$ cat config.mk
export PLATFORM = sky130hd
export DESIGN_NAME = tvs_fifo
export DESIGN_NICKNAME = d
export VERILOG_FILES = /design/src/design/tvs_fifo.sv
export SDC_FILE = /design/constraint.sdc
export NUM_CORES = 1
export LEC_CHECK = 0
export BUFFER_PORTS_ARGS = -buffer_cell sky130_fd_sc_hd__buf_2
export CORE_MARGIN = 8
export CORE_UTILIZATION = 40
export DETAILED_ROUTE_END_ITERATION = 16
export PLACE_DENSITY_LB_ADDON = 0.08
export SYNTH_ARGS = -nofsm -noshare
export SYNTH_HDL_FRONTEND = slang
export SYNTH_SLANG_ARGS = --single-unit
$ cat constraint.sdc
create_clock -name clk -period 2.85 [get_ports clk]
set_clock_uncertainty 0.15 [all_clocks]
set_input_delay 0 -clock clk [delete_from_list [all_inputs] [get_ports clk]]
set_output_delay 0 -clock clk [all_outputs]
set_load 0.05 [all_outputs]
$ cat src/design/tvs_fifo.sv
// Small register-based first-in first-out queue.
module tvs_fifo #(
	parameter int W = 8,
	parameter int DEPTH = 2,
	localparam int AW = $clog2(DEPTH)
) (
	input  logic         clk,
	input  logic         arst_n,
	input  logic         push,
	input  logic [W-1:0] din,
	output logic         full,
	input  logic         pop,
	output logic [W-1:0] dout,
	output logic         empty
);

	logic [W-1:0] mem_q [DEPTH];
	logic [AW-1:0] wp_q, rp_q;
	logic [AW:0] cnt_q;
	logic do_push, do_pop;

	assign full = (cnt_q == (AW+1)'(DEPTH));
	assign empty = (cnt_q == '0);
	assign do_push = push && !full;
	assign do_pop = pop && !empty;
	assign dout = mem_q[rp_q];

	// Pointers and fill count.
	always_ff @(posedge clk or negedge arst_n) begin
		if (!arst_n) begin
			wp_q <= '0;
			rp_q <= '0;
			cnt_q <= '0;
		end else begin
			if (do_push) begin
				wp_q <= (wp_q == AW'(DEPTH - 1)) ? '0 : wp_q + 1'b1;
			end
			if (do_pop) begin
				rp_q <= (rp_q == AW'(DEPTH - 1)) ? '0 : rp_q + 1'b1;
			end
			if (do_push && !do_pop) begin
				cnt_q <= cnt_q + 1'b1;
			end else if (do_pop && !do_push) begin
				cnt_q <= cnt_q - 1'b1;
			end
		end
	end

	// Entry storage.
	always_ff @(posedge clk) begin
		if (do_push) begin
			mem_q[wp_q] <= din;
		end
	end

endmodule

---- Yosys cells after proc, flatten, opt, wreduce, memory -nomap -nowiden ----
Memory sizes are Yosys's and may differ from the RTL's.
Index checks and enable logic that the tools add are counted.
Widths: inputs -> output; s select.
word-level totals
  register bits after elaboration ......... 4
  RAM bits ................................ 16
  bits of input ports ..................... 12
  output and inout bits ................... 10
  word-level logic and storage cells ...... 25
  memories ................................ 1
operators by class
  add/sub/neg operators ................... 4
  equal/unequal tests ..................... 1
  multiplexer cells ....................... 6
  reduce and logical (&&, ||, !) cells .... 10
memory list
  name   depth  width  read ports  clocked after Yosys merged registers in  wr ports  RTL line  RTL
  mem_q  2      8      1           0                                        1         17        logic [W-1:0] mem_q [DEPTH];
operator list
  cell                 count
  $logic_and 1x1->1    4
  $logic_not 1->1      4
  $mux 1               4
  $mux 2               2
  $add 1x1->1 const B  2
  $add 2x1->2 const B  1
  $eq 2x2->1 const B   1
  $logic_not 2->1      1
  $reduce_bool 2->1    1
  $sub 2x1->2 const B  1

---- Longest topological paths before layout ----
  depth after elaboration ................. 7
  gate-level depth with buffers ........... 7
  depth with buffers taken out ............ 7

---- Least setup slack after synthesis ----
Ideal clock, no wire load.
  kind .................................... register -> register
  start point ............................. register cnt_q[0]
  end point ............................... memory mem_q[0][0], enable pin
  library setup time ...................... 0.370 ns
  data arrival time ....................... 1.022 ns
  required time ........................... 2.330 ns
  path slack .............................. 1.308 ns
  cell stages (with the launch flop) ...... 4
  path buffers ............................ 0
  period minus slack after synthesis ...... 1.542 ns
  cells stage by stage .................... dfrtp_1 > nand2b_1 > nand2_2 > nor2_1
between the ends
  word-level cells in the longest chain between the ends .. 5
RTL lines
  item                          RTL line  RTL
  start, declared               19        logic [AW:0] cnt_q;
  start signal, assigned        42        cnt_q <= cnt_q + 1'b1;
  start signal, assigned        44        cnt_q <= cnt_q - 1'b1;
  $eq 2x2->1                    22        assign full = (cnt_q == (AW+1)'(DEPTH));
  $logic_not 1->1               24        assign do_push = push && !full;
  $logic_and 1x1->1             24
  $mux 1                        51        if (do_push) begin
  $mux 1 (implied by the code)  52        mem_q[wp_q] <= din;
  end, declared                 17
Every way passes these cells.

---- Worst setup path after layout ----
  start point ............................. register cnt_q[0]
  end point ............................... memory mem_q[0][6], enable pin
Same word-level chain as after synthesis.

==> flow_summary.yaml <==
cells_and_area:
  fin_nets: 94
  final_cell_mix: "21 x buf_2, 16 x edfxtp_1, 12 x dlygate4sd3_1"
  mostFrequentLayoutCell: "buf_2"
  multi_input_area_sq_um: 189
  area_growth_pct: 37.1
  num-fill-cells: 162
  seq_area_sq_um: 581
  diodes: 0
  utilization: 0.564
  drive_gt1_frac: 0.363
global_routing:
  grt_pass1_wl_um: 2110
  grt_pass1_vias: 522
  gr-total-overflow: 0
  grt_antenna_before_repair: 0
  grt_max_degree: 12
  grtUsageTotal: 0.0806
sta:
  tns_ns: 0
  rsz0062_at_grt: "false"
  setup_viol: 0
  hold_viol: 0
  timing.hold.ws_ns: 0.272
  fin_crit_sh: 0.636
  maxSlewViolCount: 0
  worstMarginPinSlew_ns: 0.754
  period_needed_ns: 1.81
  relSlewSlack: 0.496
  max_freq_ghz: 0.552
cts:
  cts_tree: "done"
  clk_pin_slew_ns: 0.11
  cts_buffer_depth: 2
  cts_max_level: 1
  cts.sinks: 20
  cts_hold_buf: 12
  cts_buffers: 3
  worstSkewPairLatency_ns: 0.29
  post-cts-setup-buffer-count: 0
  cts-root-buf: "clkbuf_4"
  cts_resized: 0
worst_setup_path:
  crit_required_ns: 2.63
  crit_path_end_kind: "register"
  crit_type: "reg -> reg"
  worstPathMaxFanout: 8
  cp.arrival_ns: 1.59
  startpoint_type: "register"
yosys:
  avgSynthCellArea_sq_um: 17.8
  ys_ff_latch: 20
  synth_cell_type_count: 15
  syn_nets: 57
  seq_area_frac_synth: 0.742
  syn-cell-area_sq_um: 782
  yosysWarnings: 0
  synthCells: 44
floorplanning:
  start_util: 0.411
  design.core.area_sq_um: 1900
  dieArea_sq_um: 3630
  fp.dieH_um: 60.2
  std_cell_rows: 16
  die_w_um: 60.2
  ios: 22
placed_design:
  gp_congestion: 0.654
  port_buffers: 21
  dp_hpwl_um: 909
job:
  cap_viol_max_count: 0
min_path:
  min_path_type: "in -> reg"
power_and_ir_drop:
  ir_drop_mv: 0.688
  p_leak_nw: 0.445
  power_density_nw_per_um2: 1070
route:
  wire_per_inst_um: 12.0
  drt_iter0_drc: 3
  routed_wl_um: 1280
  drt_first_pass_iters: 3
  antenna_left: 0
  via_per_inst: 4.43
  route.detailed.drc: 0
  vias: 474
status:
  status: "completed"
==> final cells by class <==
cell class / instances / area share
tap: 27 / 0.0315
inverter: 2 / 0.00700
multi-input combinational: 21 / 0.176
clock buffer: 4 / 0.0338
timing repair buffer: 33 / 0.210
sequential: 20 / 0.541
==> final timing paths <==
kind	from	end	slack [ns]	cells after the start
min reg2reg	cnt_q[1]$_DFFE_PN0P_	cnt_q[1]$_DFFE_PN0P_	0.37	1
max in group asynchronous	arst_n	rp_q$_DFFE_PN0P_	1.94	3
max	cnt_q[0]$_DFFE_PN0P_	mem_q[0][6]$_DFFE_PP_	1.04	3
min	din[4]	mem_q[0][4]$_DFFE_PP_	0.27	2
min in group asynchronous	arst_n	cnt_q[0]$_DFFE_PN0P_	0.44	3
max reg2reg	cnt_q[0]$_DFFE_PN0P_	mem_q[0][6]$_DFFE_PP_	1.04	3
==> cells in the mapped netlist (all sizes together) <==
library cell	count	area (sq um)
nand2b	1	6.26
xor2	2	17.5
dfrtp	4	100
o21ai	1	5.00
xnor2	3	33.8
ha	1	12.5
nand2	1	6.26
mux2	8	90.1
nor2	3	11.3
and3	1	6.26
inv	2	7.51
buf	1	5.00
edfxtp	16	480
==> layer usage <==
metal  GRT usage  share of wire  vias to the layer above
li1            -              -                      233
met1      0.0801           0.42                      229
met2       0.145           0.51                       12
met3      0.0323          0.073                        0
met4      0.0306              0                        0
met5           0              0                        -
==> cells by family (layout without fill, tap and decap cells) <==
group | count (synthesis) | in the layout | synth area share
DFF | 20 | 20 | 0.742
muxes | 8 | 8 | 0.115
and+or+nand+nor | 6 | 6 | 0.0384
xor gates and xnor gates | 5 | 5 | 0.0656
buffers and inverters | 3 | 39 | 0.0160
adders and majority gates | 1 | 1 | 0.0160
AOI/OAI and AO/OA | 1 | 1 | 0.00639
==> power by group <==
part	switching (mW)	internal [mW]	total, mW
sequential	0.0625	0.408	0.471
clock	0.0804	0.0778	0.158
combinational	0.353	0.161	0.514
==> per-stage QoR <==
step	power, mW	std cells	setup slack, ns	cell area [sq um]
after floorplan	0.877	44	1.31	782
after global placement	0.980	91	1.14	916
after detailed placement	0.985	91	1.04	916
after CTS	1.16	107	1.02	1070
after global routing	1.20	107	0.926	1070
final	1.14	107	1.04	1070
==> worst max-delay path, cell delays in order (launching register included) <==
cell and delay [ns]:
dfrtp_1 0.44, nand2b_1 0.18, nand2_2 0.10, nor2_1 0.58
==> flip-flops by register name (all words and copies together), names as in the netlist <==
| name | cells |
|---|---|
| cnt_q | 2 |
| mem_q | 16 |
| rp_q | 1 |
| wp_q | 1 |
No activity file was read; power rests on OpenSTA's default activity.
